==> src/cad_pkg.sv <==
// ----------------------------------------------------------------------------
// cad_pkg - shared definitions for the chunked array address unit
// Register codes, default sizes and the configuration bundle that the
// register block hands to the datapath.
// ----------------------------------------------------------------------------
package cad_pkg;

    // Fixed sizes of the interface
    localparam int DIMS_MAX        = 4;
    localparam int LEN_W           = 16;
    localparam int WORD_W          = 32;
    localparam int ACTIVE_W        = 3;
    localparam int ADDR_W          = 5;
    localparam int NUM_DIMS_DEF    = 4;
    localparam int COORD_WIDTH_DEF = 16;

    // Register indexes (paddr[4:2])
    localparam logic [2:0] REG_ACTIVE_DIMS   = 3'd0;
    localparam logic [2:0] REG_CHUNK_LEN_A   = 3'd1;
    localparam logic [2:0] REG_CHUNK_LEN_B   = 3'd2;
    localparam logic [2:0] REG_CHUNK_LEN_C   = 3'd3;
    localparam logic [2:0] REG_CHUNK_LEN_D   = 3'd4;
    localparam logic [2:0] REG_CHUNK_COUNT_A = 3'd5;
    localparam logic [2:0] REG_CHUNK_COUNT_B = 3'd6;
    localparam logic [2:0] REG_CHUNK_COUNT_C = 3'd7;

    // Reset values
    localparam logic [ACTIVE_W-1:0] ACTIVE_DIMS_RST = 3'd4;
    localparam logic [LEN_W-1:0]    CHUNK_RST       = 16'd1;

    // Configuration bundle seen by the datapath
    typedef struct packed {
        logic [DIMS_MAX-1:0]              active;     // dimension takes part
        logic [DIMS_MAX-1:0][LEN_W-1:0]   chunk_len;  // divisor per dimension
        logic [DIMS_MAX-1:0][WORD_W-1:0]  count_w;    // mixed radix weight, number
        logic [DIMS_MAX-1:0][WORD_W-1:0]  len_w;      // mixed radix weight, offset
    } cad_cfg_t;

endpackage

==> src/cad_div_cell.sv <==
// ----------------------------------------------------------------------------
// cad_div_cell - one restoring division step
// Shifts the next dividend bit into the partial remainder of every lane,
// subtracts the divisor where it fits and shifts the quotient bit in.
// ----------------------------------------------------------------------------
module cad_div_cell
    import cad_pkg::*;
#(
    parameter int NUM_DIMS    = NUM_DIMS_DEF,
    parameter int COORD_WIDTH = COORD_WIDTH_DEF
)
(
    input  logic                                    clk,
    input  logic                                    rst_n,
    input  logic [NUM_DIMS-1:0][LEN_W-1:0]          divisor,
    input  logic                                    in_valid,
    output logic                                    in_ready,
    input  logic [NUM_DIMS-1:0][COORD_WIDTH-1:0]    in_rem,
    input  logic [NUM_DIMS-1:0][COORD_WIDTH-1:0]    in_quo,
    output logic                                    out_valid,
    input  logic                                    out_ready,
    output logic [NUM_DIMS-1:0][COORD_WIDTH-1:0]    out_rem,
    output logic [NUM_DIMS-1:0][COORD_WIDTH-1:0]    out_quo
);

    localparam int CMP_W = (COORD_WIDTH > LEN_W) ? COORD_WIDTH : LEN_W;

    logic                                 valid_reg;
    logic [NUM_DIMS-1:0][COORD_WIDTH-1:0] rem_reg, quo_reg;
    logic [NUM_DIMS-1:0][COORD_WIDTH-1:0] rem_next, quo_next;
    logic [COORD_WIDTH-1:0]               shifted;
    logic [CMP_W-1:0]                     shifted_ext, div_ext;
    logic                                 fits;

    assign in_ready = !valid_reg || out_ready;

    // One step per lane
    always_comb
    begin
        for (int i = 0; i < NUM_DIMS; i++)
        begin
            shifted     = {in_rem[i][COORD_WIDTH-2:0], in_quo[i][COORD_WIDTH-1]};
            shifted_ext = CMP_W'(shifted);
            div_ext     = CMP_W'(divisor[i]);
            fits        = shifted_ext >= div_ext;
            rem_next[i] = fits ? COORD_WIDTH'(shifted_ext - div_ext) : shifted;
            quo_next[i] = {in_quo[i][COORD_WIDTH-2:0], fits};
        end
    end

    // Hold the word until the next cell takes it
    always_ff @(posedge clk or negedge rst_n)
    begin
        if (!rst_n)
        begin
            valid_reg <= 1'b0;
        end
        else if (in_ready)
        begin
            valid_reg <= in_valid;
        end
    end

    always_ff @(posedge clk)
    begin
        if (in_valid && in_ready)
        begin
            rem_reg <= rem_next;
            quo_reg <= quo_next;
        end
    end

    assign out_valid = valid_reg;
    assign out_rem   = rem_reg;
    assign out_quo   = quo_reg;

endmodule

==> config.mk <==
export PLATFORM = sky130hd
export DESIGN_NAME = cad_div_cell
export DESIGN_NICKNAME = d
export VERILOG_FILES = /design/src/cad_pkg.sv /design/src/cad_div_cell.sv
export SDC_FILE = /design/constraint.sdc
export NUM_CORES = 1
export LEC_CHECK = 0
export ABC_AREA = 0
export BUFFER_PORTS_ARGS = -buffer_cell sky130_fd_sc_hd__buf_2
export CAP_MARGIN = 10
export CORE_MARGIN = 3
export CORE_UTILIZATION = 45
export DETAILED_ROUTE_END_ITERATION = 8
export PLACE_DENSITY = 0.74
export SETUP_SLACK_MARGIN = 0.5
export SLEW_MARGIN = 10
export SYNTH_ARGS = -nofsm -noshare
export SYNTH_HDL_FRONTEND = slang
export SYNTH_SLANG_ARGS = --single-unit
==> constraint.sdc <==
create_clock -name clk -period 3.8 [get_ports clk]
set_input_delay 0.57 -clock clk [delete_from_list [all_inputs] [get_ports clk]]
set_output_delay 0.57 -clock clk [all_outputs]
set_load 0.02 [all_outputs]
After elaboration in Yosys (flattened, before gate mapping)
Cells that the tools add are included.

cells by class
  add/sub/neg operators = 4
  multipliers = 0
  div/mod/pow operators = 0
  magnitude comparators = 4
  equality and inequality tests = 0
  shift operators = 0
  multiplexer cells = 4
  bitwise operators = 0
  reduce and logical (&&, ||, !) cells = 3

operators by type and width
  cell                 number
  $ge A16 B16 Y1       4
  $mux W16             4
  $sub A16 B16 Y16     4
  $logic_and A1 B1 Y1  1
  $logic_not A1 Y1     1
  $logic_or A1 B1 Y1   1

word-level totals
  flip-flop bits (word level) = 129
  bits in latches = 0
  bits in writable memories = 0
  ROM bits = 0
  input port bits = 196
  output and inout bits = 130
  word-level logic and storage cells = 24
  memories kept = 0

Depth between registers and ports, before layout
  word-level depth = 3
  gate-level depth with buffers = 12
  gate-level depth less buffers = 11

Worst setup path before layout
OpenSTA, ideal clock, no wires.

  path type = input to register
  start point = input port out_ready
  end point = register quo_reg, in the netlist out_quo[0] (enable)
  library setup time = 0.502 ns
  data arrival time = 3.813 ns
  data required time = 3.298 ns
  path slack = -0.514 ns
  stages = 2
  path buffers = 0
  path through = nand2b_1 and2_1

between the ends
  word-level cells in the longest chain between the ends = 2

RTL lines
  element               RTL line            source
  from (decl)           cad_div_cell.sv:21  input logic out_ready,
  $logic_or A1 B1 Y1    cad_div_cell.sv:35  assign in_ready = !valid_reg || out_ready;
  $logic_and A1 B1 Y1   cad_div_cell.sv:66  if (in_valid && in_ready)
  to (signal assigned)  cad_div_cell.sv:69  quo_reg <= quo_next;
  to (decl)             cad_div_cell.sv:29  logic [NUM_DIMS-1:0][COORD_WIDTH-1:0] rem_reg, quo_reg;

Every way passes these cells.
A chain may end at the register's enable or synchronous reset.

==> impl_metrics.toml <==
[critical_path]
cp-start-kind = "primary input"
path_class = "primary input to flop"
path_max_fanout = 4
worstPathRequired_ps = 3970
ff2ff_setup_slack_ps = 1850
critical_path_arrival_ps = 3090
end_kind = "flop"

[power_and_ir_drop]
pwr_density_cell_nw_per_um2 = 427
p_leak_nw = 4.94
clkPwrFrac_pct = 35.7
p_int_w = 0.00307
switching_share_pct = 31.3
sequentialPowerShare_pct = 39.1
ir_worst_vdd_uv = 306
power_frac_comb_pct = 25.2
switchingPower_w = 0.00140

[global_routing]
grt_pass1_vias = 6601
antenna_found_initial = 6
grt_pass1_wl_um = 33300
track_usage_pct = 21.5
grt_max_degree = 55
grt-ovfl-total = 0

[route]
avgViaCountPerCell = 5.18
routedWlPerCell_um = 16.3
drt_pass1_iterations = 6
route.detailed.drc = 0
drt-initial-drc-count = 270
num_vias = 6793
ant_nets = 0
finalWirelength_um = 21300

[synthesis]
synth_edf_count = 128
synth_seq_area_share_pct = 48.6
yosysTopAreaCell = "edfxtp_1"
synth_commonest_cells = "128 x edfxtp_1, 86 x inv_1, 68 x o21ai_0"
yosysUniqueCellTypes = 61
avgSynthCellArea_um2 = 10.8
syn_area_um2 = 7970
synth_seq_cells = 129
ys_async_sr_fraction_pct = 0.775
syn_inst = 738
yosys_warnings = 0
synth_area_leaders = "edfxtp_1 48%, ha_1 10%, o21ai_0 4.3%"
yosysMostFrequentCell = "edfxtp_1"
synthFlopType = "edfxtp_1"
netlist.area_leader.share_pct = 48.3
syn_nets = 1002

[finish]
nets = 1334
drive_gt1_share_pct = 36.0
fill_cells = 1486
final_cells = 1312
area_growth_pct = 31.3

[clock_network]
cts_resized = 0
clock_path_buffers = 2
htreeDepth = 4
cts_tree = "yes"
post_cts_buffers = 0
cts.sink_count = 129
cts_buffers = 17
clk-insertion-delay-late_ps = 420
clk_pin_slew_worst_paths_ps = 70
clock-root-buffer = "clkbuf_16"

[floorplanning]
die_w_um = 139
rows = 48
fp.dieH_um = 139
dieArea_um2 = 19300
core_region_area_um2 = 17300
io_pins = 326
start_util_pct = 46.1

[placement]
hpwlAfterDp_um = 16900
io_buffer_count = 321
place.gp.congestion = 0.911
dp_cells = 1275
dp_slack_ps = 467

[hold_path]
hold_class = "primary input to flop"

[timing]
setup_ws_ps = 875
maxSlewHeadroom_pct = 46.9
whs_ps = 323
setup_tns_ps = 0
report.final.slew_viol_count = 0
hold_violations = 0
tightest_slew_ps = 787
fmax_mhz = 342
rsz0062_at_grt = "false"
clock_skew_ps = 10.7
min_period_ps = 2930
setup_viol = 0
period_share_pct = 77.0

[outcome]
status = "complete, no violations"

[flow_run]
maxCapViolCount = 0
kinds of logic after synthesis:
logic type,share of synthesized area [%]
flops,48.6
buf+inv,4.85
fa+ha+maj,11.1
xor+xnor,4.51
compound gates,17.0
mux,3.61
simple gates,10.4
power groups by stage:
stage / Sequential, W / Clock [W] / Combinational (W)
3_5_place_dp: 0.00177 / 0 / 0.00112
5_1_grt: 0.00175 / 0.00170 / 0.00124
2_1_floorplan: 0.00192 / 0 / 0.000620
4_1_cts: 0.00174 / 0.00164 / 0.00113
6_report: 0.00174 / 0.00159 / 0.00113
3_3_place_gp: 0.00177 / 0 / 0.00110
registers in the layout, summed over array words and instances, names as in the netlist:
name	count
out_rem	64
out_valid	1
out_quo	64
repair_timing:
| action | 4_1_cts | 5_1_grt |
|---|---|---|
| setup endpoints to repair | 0 | 0 |
| hold buffers | 1 | 0 |
| hold endpoints to repair | 1 | 0 |
cell type report:
| cell class | count | area, um2 | area share, % |
|---|---|---|---|
| Inverter | 88 | 330 | 3.16 |
| Multi-Input combinational cell | 508 | 3720 | 35.6 |
| Clock buffer | 17 | 425 | 4.07 |
| Timing Repair Buffer | 326 | 1660 | 15.9 |
| Clock inverter | 15 | 164 | 1.57 |
| Sequential cell | 129 | 3870 | 37.0 |
| Tap cell | 225 | 282 | 2.69 |
| Antenna cell | 4 | 10.0 | 0.0957 |
cells in the final DEF, fill, tap and decap left out, drive strengths merged, types with 11 or more instances in the layout:
| cell | synthesis | layout |
|---|---|---|
| nor3 | 11 | 11 |
| o21a | 17 | 17 |
| clkbuf | 12 | 17 |
| edfxtp | 128 | 128 |
| xnor2 | 26 | 26 |
| o21ai | 68 | 68 |
| o31ai | 12 | 12 |
| buf | 1 | 325 |
| a21oi | 38 | 38 |
| ha | 64 | 64 |
| xor2 | 15 | 15 |
| mux2 | 19 | 19 |
| nand2 | 65 | 65 |
| nor2b | 13 | 13 |
| nor2 | 19 | 19 |
| a21o | 24 | 24 |
| a31oi | 13 | 13 |
| inv | 87 | 95 |
| nand3 | 11 | 11 |
layer usage:
metal  track usage [%]  wire [um]  vias up
met5                 0         23        -
li1                  -          -     3396
met4              7.93        573        6
met3              5.31       1420       45
met2              37.9      10800      242
met1              25.6       8540     3104
final timing paths:
path                             startpoint          end  cells past startpoint
worst max-delay path            divisor[49]  out_rem[61]                     10
worst min-delay path             in_quo[18]  out_quo[19]                      1
worst max register to register    out_valid  out_rem[14]                      3
worst min register to register    out_valid    out_valid                      2
max in group asynchronous             rst_n    out_valid                      2
min in group asynchronous             rst_n    out_valid                      2
per-stage QoR:
step | instance area (um2) | power [W] | util, %
4_1_cts | 10400 | 0.00451 | 60.4
3_3_place_gp | 9850 | 0.00287 | 56.9
5_1_grt | 10500 | 0.00470 | 60.5
3_5_place_dp | 9850 | 0.00289 | 56.9
6_report | 10500 | 0.00446 | 60.5
2_1_floorplan | 7970 | 0.00254 | -
worst max-delay path: stages:
cell	delay, ps
buf_2	100
inv_1	40
ha_1	290
nor2b_1	150
o31ai_1	390
a31oi_1	290
a2111oi_0	700
or4b_2	250
nand3_1	60
mux2_4	250
Power figures use the tool's default switching activity.
