File: src/cad_pkg.sv
// ----------------------------------------------------------------------------
// cad_pkg - shared definitions for the chunked array address unit
// Register codes, default sizes and the configuration bundle that the
// register block hands to the datapath.
// ----------------------------------------------------------------------------
package cad_pkg;

    // Fixed sizes of the interface
    localparam int DIMS_MAX        = 4;
    localparam int LEN_W           = 16;
    localparam int WORD_W          = 32;
    localparam int ACTIVE_W        = 3;
    localparam int ADDR_W          = 5;
    localparam int NUM_DIMS_DEF    = 4;
    localparam int COORD_WIDTH_DEF = 16;

    // Register indexes (paddr[4:2])
    localparam logic [2:0] REG_ACTIVE_DIMS   = 3'd0;
    localparam logic [2:0] REG_CHUNK_LEN_A   = 3'd1;
    localparam logic [2:0] REG_CHUNK_LEN_B   = 3'd2;
    localparam logic [2:0] REG_CHUNK_LEN_C   = 3'd3;
    localparam logic [2:0] REG_CHUNK_LEN_D   = 3'd4;
    localparam logic [2:0] REG_CHUNK_COUNT_A = 3'd5;
    localparam logic [2:0] REG_CHUNK_COUNT_B = 3'd6;
    localparam logic [2:0] REG_CHUNK_COUNT_C = 3'd7;

    // Reset values
    localparam logic [ACTIVE_W-1:0] ACTIVE_DIMS_RST = 3'd4;
    localparam logic [LEN_W-1:0]    CHUNK_RST       = 16'd1;

    // Configuration bundle seen by the datapath
    typedef struct packed {
        logic [DIMS_MAX-1:0]              active;     // dimension takes part
        logic [DIMS_MAX-1:0][LEN_W-1:0]   chunk_len;  // divisor per dimension
        logic [DIMS_MAX-1:0][WORD_W-1:0]  count_w;    // mixed radix weight, number
        logic [DIMS_MAX-1:0][WORD_W-1:0]  len_w;      // mixed radix weight, offset
    } cad_cfg_t;

endpackage

File: src/cad_regs.sv
// ----------------------------------------------------------------------------
// cad_regs - configuration registers
// APB register file plus the running products of chunk counts and chunk
// lengths that weight each dimension.
// ----------------------------------------------------------------------------
module cad_regs
    import cad_pkg::*;
#(
    parameter int NUM_DIMS = NUM_DIMS_DEF
)
(
    input  logic              clk,
    input  logic              rst_n,
    input  logic              psel,
    input  logic              penable,
    input  logic              pwrite,
    input  logic [ADDR_W-1:0] paddr,
    input  logic [WORD_W-1:0] pwdata,
    output logic [WORD_W-1:0] prdata,
    output logic              pready,
    output cad_cfg_t          cfg
);

    logic [ACTIVE_W-1:0] active_dims_reg;
    logic [LEN_W-1:0]    len_a_reg, len_b_reg, len_c_reg, len_d_reg;
    logic [LEN_W-1:0]    count_a_reg, count_b_reg, count_c_reg;
    logic [WORD_W-1:0]   count_w2_reg, count_w3_reg;
    logic [WORD_W-1:0]   len_w2_reg, len_w3_reg;
    logic [WORD_W-1:0]   count_w2_next, count_w3_next;
    logic [WORD_W-1:0]   len_w2_next, len_w3_next;
    logic                wr_en;
    logic [2:0]          reg_idx;

    assign pready  = 1'b1;
    assign wr_en   = psel && penable && pwrite && pready;
    assign reg_idx = paddr[4:2];

    // Write the register file
    always_ff @(posedge clk or negedge rst_n)
    begin
        if (!rst_n)
        begin
            active_dims_reg <= ACTIVE_DIMS_RST;
            len_a_reg       <= CHUNK_RST;
            len_b_reg       <= CHUNK_RST;
            len_c_reg       <= CHUNK_RST;
            len_d_reg       <= CHUNK_RST;
            count_a_reg     <= CHUNK_RST;
            count_b_reg     <= CHUNK_RST;
            count_c_reg     <= CHUNK_RST;
        end
        else if (wr_en)
        begin
            unique case (reg_idx)
                REG_ACTIVE_DIMS:   active_dims_reg <= pwdata[ACTIVE_W-1:0];
                REG_CHUNK_LEN_A:   len_a_reg       <= pwdata[LEN_W-1:0];
                REG_CHUNK_LEN_B:   len_b_reg       <= pwdata[LEN_W-1:0];
                REG_CHUNK_LEN_C:   len_c_reg       <= pwdata[LEN_W-1:0];
                REG_CHUNK_LEN_D:   len_d_reg       <= pwdata[LEN_W-1:0];
                REG_CHUNK_COUNT_A: count_a_reg     <= pwdata[LEN_W-1:0];
                REG_CHUNK_COUNT_B: count_b_reg     <= pwdata[LEN_W-1:0];
                REG_CHUNK_COUNT_C: count_c_reg     <= pwdata[LEN_W-1:0];
                default:           active_dims_reg <= active_dims_reg;
            endcase
        end
    end

    // Read back
    always_comb
    begin
        unique case (reg_idx)
            REG_ACTIVE_DIMS:   prdata = WORD_W'(active_dims_reg);
            REG_CHUNK_LEN_A:   prdata = WORD_W'(len_a_reg);
            REG_CHUNK_LEN_B:   prdata = WORD_W'(len_b_reg);
            REG_CHUNK_LEN_C:   prdata = WORD_W'(len_c_reg);
            REG_CHUNK_LEN_D:   prdata = WORD_W'(len_d_reg);
            REG_CHUNK_COUNT_A: prdata = WORD_W'(count_a_reg);
            REG_CHUNK_COUNT_B: prdata = WORD_W'(count_b_reg);
            REG_CHUNK_COUNT_C: prdata = WORD_W'(count_c_reg);
            default:           prdata = '0;
        endcase
    end

    // Build the weights, one multiply per register stage
    always_comb
    begin
        count_w2_next = WORD_W'(count_a_reg) * WORD_W'(count_b_reg);
        count_w3_next = count_w2_reg * WORD_W'(count_c_reg);
        len_w2_next   = WORD_W'(len_a_reg) * WORD_W'(len_b_reg);
        len_w3_next   = len_w2_reg * WORD_W'(len_c_reg);
    end

    always_ff @(posedge clk or negedge rst_n)
    begin
        if (!rst_n)
        begin
            count_w2_reg <= WORD_W'(1);
            count_w3_reg <= WORD_W'(1);
            len_w2_reg   <= WORD_W'(1);
            len_w3_reg   <= WORD_W'(1);
        end
        else
        begin
            count_w2_reg <= count_w2_next;
            count_w3_reg <= count_w3_next;
            len_w2_reg   <= len_w2_next;
            len_w3_reg   <= len_w3_next;
        end
    end

    // Drive the bundle; a dimension above the lane count never takes part
    always_comb
    begin
        for (int i = 0; i < DIMS_MAX; i++)
        begin
            cfg.active[i] = (ACTIVE_W'(i) < active_dims_reg) && (i < NUM_DIMS);
        end
        cfg.chunk_len[0] = len_a_reg;
        cfg.chunk_len[1] = len_b_reg;
        cfg.chunk_len[2] = len_c_reg;
        cfg.chunk_len[3] = len_d_reg;
        cfg.count_w[0]   = WORD_W'(1);
        cfg.count_w[1]   = WORD_W'(count_a_reg);
        cfg.count_w[2]   = count_w2_reg;
        cfg.count_w[3]   = count_w3_reg;
        cfg.len_w[0]     = WORD_W'(1);
        cfg.len_w[1]     = WORD_W'(len_a_reg);
        cfg.len_w[2]     = len_w2_reg;
        cfg.len_w[3]     = len_w3_reg;
    end

endmodule

File: config.mk
export PLATFORM = sky130hd
export DESIGN_NAME = cad_regs
export DESIGN_NICKNAME = d
export VERILOG_FILES = /design/src/cad_pkg.sv /design/src/cad_regs.sv
export SDC_FILE = /design/constraint.sdc
export NUM_CORES = 2
export LEC_CHECK = 0
export BUFFER_PORTS_ARGS = -buffer_cell sky130_fd_sc_hd__buf_2
export CAP_MARGIN = 40
export CORE_ASPECT_RATIO = 1.5
export CORE_UTILIZATION = 45
export DETAILED_ROUTE_END_ITERATION = 7
export PLACE_DENSITY = 0.61
export RECOVER_POWER = 50
export SLEW_MARGIN = 40
export SYNTH_ARGS = -nofsm -noshare
export SYNTH_HDL_FRONTEND = slang
export SYNTH_SLANG_ARGS = --single-unit
File: constraint.sdc
create_clock -name clk -period 6.1 [get_ports clk]
set_input_delay 1.525 -clock clk [delete_from_list [all_inputs] [get_ports clk]]
set_output_delay 1.525 -clock clk [all_outputs]
set_load 0.02 [all_outputs]
==> After elaboration in Yosys (flattened, before gate mapping) <==
Index checks and enable logic that the tools add are counted.
Widths: inputs -> output; s select.
{ "op_classes": {"addsub": 0, "multipliers": 4, "div_mod_pow": 0, "magnitude_cmp": 4, "n_eq_ne": 7, "shifts": 0, "muxes": 1, "bitwise_logic": 0, "n_reduce_logical": 11} }
{ "ops": {"columns": ["operator", "count"], "rows": [
  ["$pmux 32 s8", 1],
  ["$mul 16x16->32", 2],
  ["$mul 32x16->32", 2],
  ["$reduce_and 2->1", 8],
  ["$eq 3x3->1 const B", 4],
  ["$eq 3x2->1 const B", 2],
  ["$lt 1x3->1 const A", 2],
  ["$lt 2x3->1 const A", 2],
  ["$eq 3x1->1 const B", 1],
  ["$logic_not 3->1", 1],
  ["$logic_and 1x1->1", 2]
]} }
{ "totals": {"regBits": 243, "latchBits": 0, "mem_bits_rw": 0, "rom_bits": 0, "output_inout_bits": 357, "elab_cells": 39, "mem_count": 0} }

==> Depth between registers and ports, before layout <==
{ "logic_depth": {"depth_word": 3, "mapped_depth": 25, "mapped_depth_nobuf": 23} }

==> Worst setup path before layout <==
Ideal clock, no wire load.
{ "synth_path": {"path_type": "register -> register", "startpoint": "register len_a_reg[9]", "endpoint": "register len_w2_reg[30]", "setup_time_ns": 0.080, "t_arrival_ns": 6.238, "required_time_ns": 6.020, "slack_ns": -0.218, "stages_incl_launch_ff": 22, "path_buffers": 2, "synth_period_minus_slack_ns": 6.318, "path_cell_list": "dfrtp_1 > clkbuf_1 > clkbuf_1 > nand2_1 > fa_1 > fa_1 > fa_1 > fa_1 > inv_1 > fa_1 > inv_1 > fa_1 > inv_1 > ha_1 > a21oi_1 > o21ai_1 > a221o_1 > o211a_1 > o41a_1 > a211o_1 > a21oi_2 > xnor2_1"} }
{ "synth_between": {"elab_chain_len": 1} }
{ "synth_rtl": {"columns": ["item", "line_no", "source"], "rows": [
  ["start, declared", "cad_regs.sv:25", "logic [LEN_W-1:0] len_a_reg, len_b_reg, len_c_reg, len_d_reg;"],
  ["start signal, assigned", "cad_regs.sv:56", "REG_CHUNK_LEN_A: len_a_reg <= pwdata[LEN_W-1:0];"],
  ["$mul 16x16->32", "cad_regs.sv:89", "len_w2_next = WORD_W'(len_a_reg) * WORD_W'(len_b_reg);"],
  ["via len_w2_next[30]", "cad_regs.sv:30", "logic [WORD_W-1:0] len_w2_next, len_w3_next;"],
  ["end signal, assigned", "cad_regs.sv:106", "len_w2_reg <= len_w2_next;"],
  ["end, declared", "cad_regs.sv:28", "logic [WORD_W-1:0] len_w2_reg, len_w3_reg;"]
]} }
The timed path passes the listed nets, and every way through them passes these cells.
A chain may end at the register's enable or synchronous reset.

==> Final worst setup path <==
{ "layout_path": {"startpoint": "register len_b_reg[4]", "endpoint": "register len_w2_reg[28]"} }
{ "layout_between": {"elab_chain_len": 1} }
{ "layout_rtl": {"columns": ["item", "line_no", "source"], "rows": [
  ["start, declared", "cad_regs.sv:25", null],
  ["start signal, assigned", "cad_regs.sv:57", "REG_CHUNK_LEN_B: len_b_reg <= pwdata[LEN_W-1:0];"],
  ["$mul 16x16->32", "cad_regs.sv:89", null],
  ["via len_w2_next[28]", "cad_regs.sv:30", null]
]} }
The timed path passes the listed nets, and every way through them passes these cells.

==> results.yml <==
cts:
  htreeDepth: 1
  root_buffer: "clkbuf_16"
  clkTransAtPathRegs_ns: 0.07
  cts-buffers-inserted: 31
  hold_buffers: 0
  clockBufferDepth: 3
  cts_tree: "yes"
  cts_sinks: 243
  clk_latency_ns: 0.63
timing:
  setup_slack_ns: -0.00256
  rsz0062_at_grt: "yes"
  setup_viol: 1
  max_slew_margin: 0.421
  fin_crit_ns: 6.10
  fin_skew_ns: 0.0275
  drv_slew: 0
  holdWs_ns: 0.538
  timing.fmax_ghz: 0.164
  finalCritPeriodShare: 1.00
  setup_tns_ns: -0.00256
  worstMarginPinSlew_ns: 0.868
  hold_viol: 0
placed_design:
  hpwl_mm: 119
  io_buffers: 267
  gp_congestion: 0.925
synth:
  ys_seq_area_frac: 0.124
  syn_area_um2: 49000
  syn_area_per_cell_um2: 9.33
  synthArstFlopShare: 1.00
  synth_enable_flop_cells: 0
  ys_warn_count: 0
  ys_types: 73
  synth_seq_cells: 243
  synthFlopType: "dfrtp_1"
  synthCells: 5256
routing:
  firstDrtPassIters: 5
  drc: 0
  detail_route.wl_per_cell_um: 19.5
  drt-total-wl_mm: 143
  drt_iter0_markers: 1780
  viasPerCell: 5.09
  vias: 37400
  ant_nets: 0
final_layout:
  multiInputGateArea_um2: 38000
  postLayoutCoreUtil: 0.531
  final_common_cell: "inv_1"
  layout-drive-gt1-share: 0.213
  n_fill_cell: 10000
  layout_common_cells: "inv_1 (1118), fa_1 (967), nand2_1 (820)"
  area_delta_synth_final_pct: 17.3
  seq_area_um2: 6170
  nets: 7269
grt:
  grt_start_max_net_pins: 129
  antenna_found_initial: 4
  grt_pass1_vias: 41100
  grtUsageTotal: 0.264
  grt_pass1_wl_mm: 224
  grt-ovfl-total: 0
worst_setup_path:
  cp-start-kind: "register"
  end_kind: "register"
  worstSetupPathType: "register to register"
  arrival_ns: 6.62
  crit_slowest_cell: "fa_1"
  crit_top_cell: "fa_1"
  crit_fanout: 8
  slowest_delay_ns: 0.54
  cp.required_ns: 6.61
  path_delay_family: "adder cells"
  path_buf_inv: 7
  path_cells: "and2_4 > fa_1 > inv_1 > fa_1 > inv_2 > fa_1 > inv_1 > fa_1 > fa_1 > fa_1 > inv_2 > ha_4 > buf_6 > nand4_1 > buf_4 > or3_4 > nor4_2 > buf_4 > o211a_1 > o41a_1 > nand3_1 > nand2_1 > a21oi_2 > xnor2_1"
worst_hold_path:
  min-delay-path-class: "register to register"
floorplanning:
  die_x_um: 272
  ioPinCount: 399
  coreArea_um2: 108000
  initial_core_util: 0.453
  die-area_um2: 110000
  row_count: 148
  die_y_um: 406
run:
  cap_viol_max_count: 0
outcome:
  outcome: "finished, violations left"
  violations: "negative setup slack"
## worst paths after layout
| kind | from | end | slack, ns | depth (start not counted) |
|---|---|---|---|---|
| setup / recovery | len_b_reg[4] | len_w2_reg[28] | -0.003 | 24 |
| hold / removal | len_d_reg[5] | len_d_reg[5] | 0.54 | 1 |
| setup reg to reg | len_b_reg[4] | len_w2_reg[28] | -0.003 | 24 |
| hold reg to reg | len_d_reg[5] | len_d_reg[5] | 0.54 | 1 |
| max in group asynchronous | rst_n | count_w2_reg[9] | 3.99 | 2 |
| min in group asynchronous | rst_n | len_w3_reg[31] | 0.81 | 1 |
## metal layers
layer	vias to the layer above	GRT usage	part of all wire
li1	16600	-	-
met1	19300	0.285	0.36
met2	1102	0.503	0.54
met3	371	0.0335	0.051
met4	4	0.132	0.057
met5	-	0	0.00015
## worst reg2reg max path, stage by stage, from the launching register on
cell	delay (ns)
dfrtp_2	0.49
and2_4	0.19
fa_1	0.52
inv_1	0.05
fa_1	0.49
inv_2	0.04
fa_1	0.51
inv_1	0.05
fa_1	0.54
fa_1	0.46
fa_1	0.54
inv_2	0.05
ha_4	0.27
buf_6	0.09
nand4_1	0.15
buf_4	0.18
or3_4	0.32
nor4_2	0.14
buf_4	0.18
o211a_1	0.17
o41a_1	0.20
nand3_1	0.10
nand2_1	0.09
a21oi_2	0.06
xnor2_1	0.12
## through the flow
step	cell area, um2	cells	worst slack [ns]
5_1_grt	57500	7343	-0.176
4_1_cts	56700	7305	-0.0197
3_3_place_gp	54800	7204	-0.273
6_report	57500	7344	-0.00256
3_5_place_dp	54900	7205	-0.292
2_1_floorplan	49500	5367	-0.0160
## cell type report
| class | instances | share of cell area |
|---|---|---|
| well taps | 1425 | 0.0310 |
| clock buffers | 38 | 0.0146 |
| flip-flops and latches | 243 | 0.107 |
| diodes | 1 | 0.0000435 |
| inverters | 1135 | 0.0740 |
| clock inverters | 20 | 0.00313 |
| multi-input cells | 3620 | 0.661 |
| repair buffers | 862 | 0.109 |
## repair_timing
action	in CTS	in global routing
cloned	0	2
setup buffers	42	37
pin swaps	60	93
resized for setup	117	145
setup endpoints to repair	28	30
## kinds of logic after synthesis
kind of cell	after synthesis	synth area share
simple gates	1523	0.148
other cells	2	0.000153
flops	243	0.124
buf+inv	1504	0.125
compound gates	345	0.0469
xor+xnor	161	0.0288
fa+ha+maj	1334	0.493
mux	144	0.0337
## synth_stat cells, types with 13 or more instances
master / count / area share
a21o_1: 56 / 0.0086
a21oi_1: 102 / 0.010
a31oi_1: 13 / 0.0017
and2_1: 532 / 0.068
buf_4: 130 / 0.020
clkbuf_1: 229 / 0.018
dfrtp_1: 231 / 0.12
fa_1: 996 / 0.41
ha_1: 338 / 0.086
inv_1: 1135 / 0.087
mux2_2: 120 / 0.028
nand2_1: 824 / 0.063
nand2b_1: 14 / 0.0018
nand3_1: 19 / 0.0019
nor2_1: 69 / 0.0053
nor3_1: 18 / 0.0018
o21a_1: 19 / 0.0029
o21ai_0: 36 / 0.0037
o21ai_1: 15 / 0.0015
o21bai_1: 14 / 0.0021
xnor2_1: 127 / 0.023
xor2_1: 34 / 0.0061
Power is left out: the tool's default activity adds up to more than one toggle a clock period on the data nets, which glitch-free logic cannot reach.
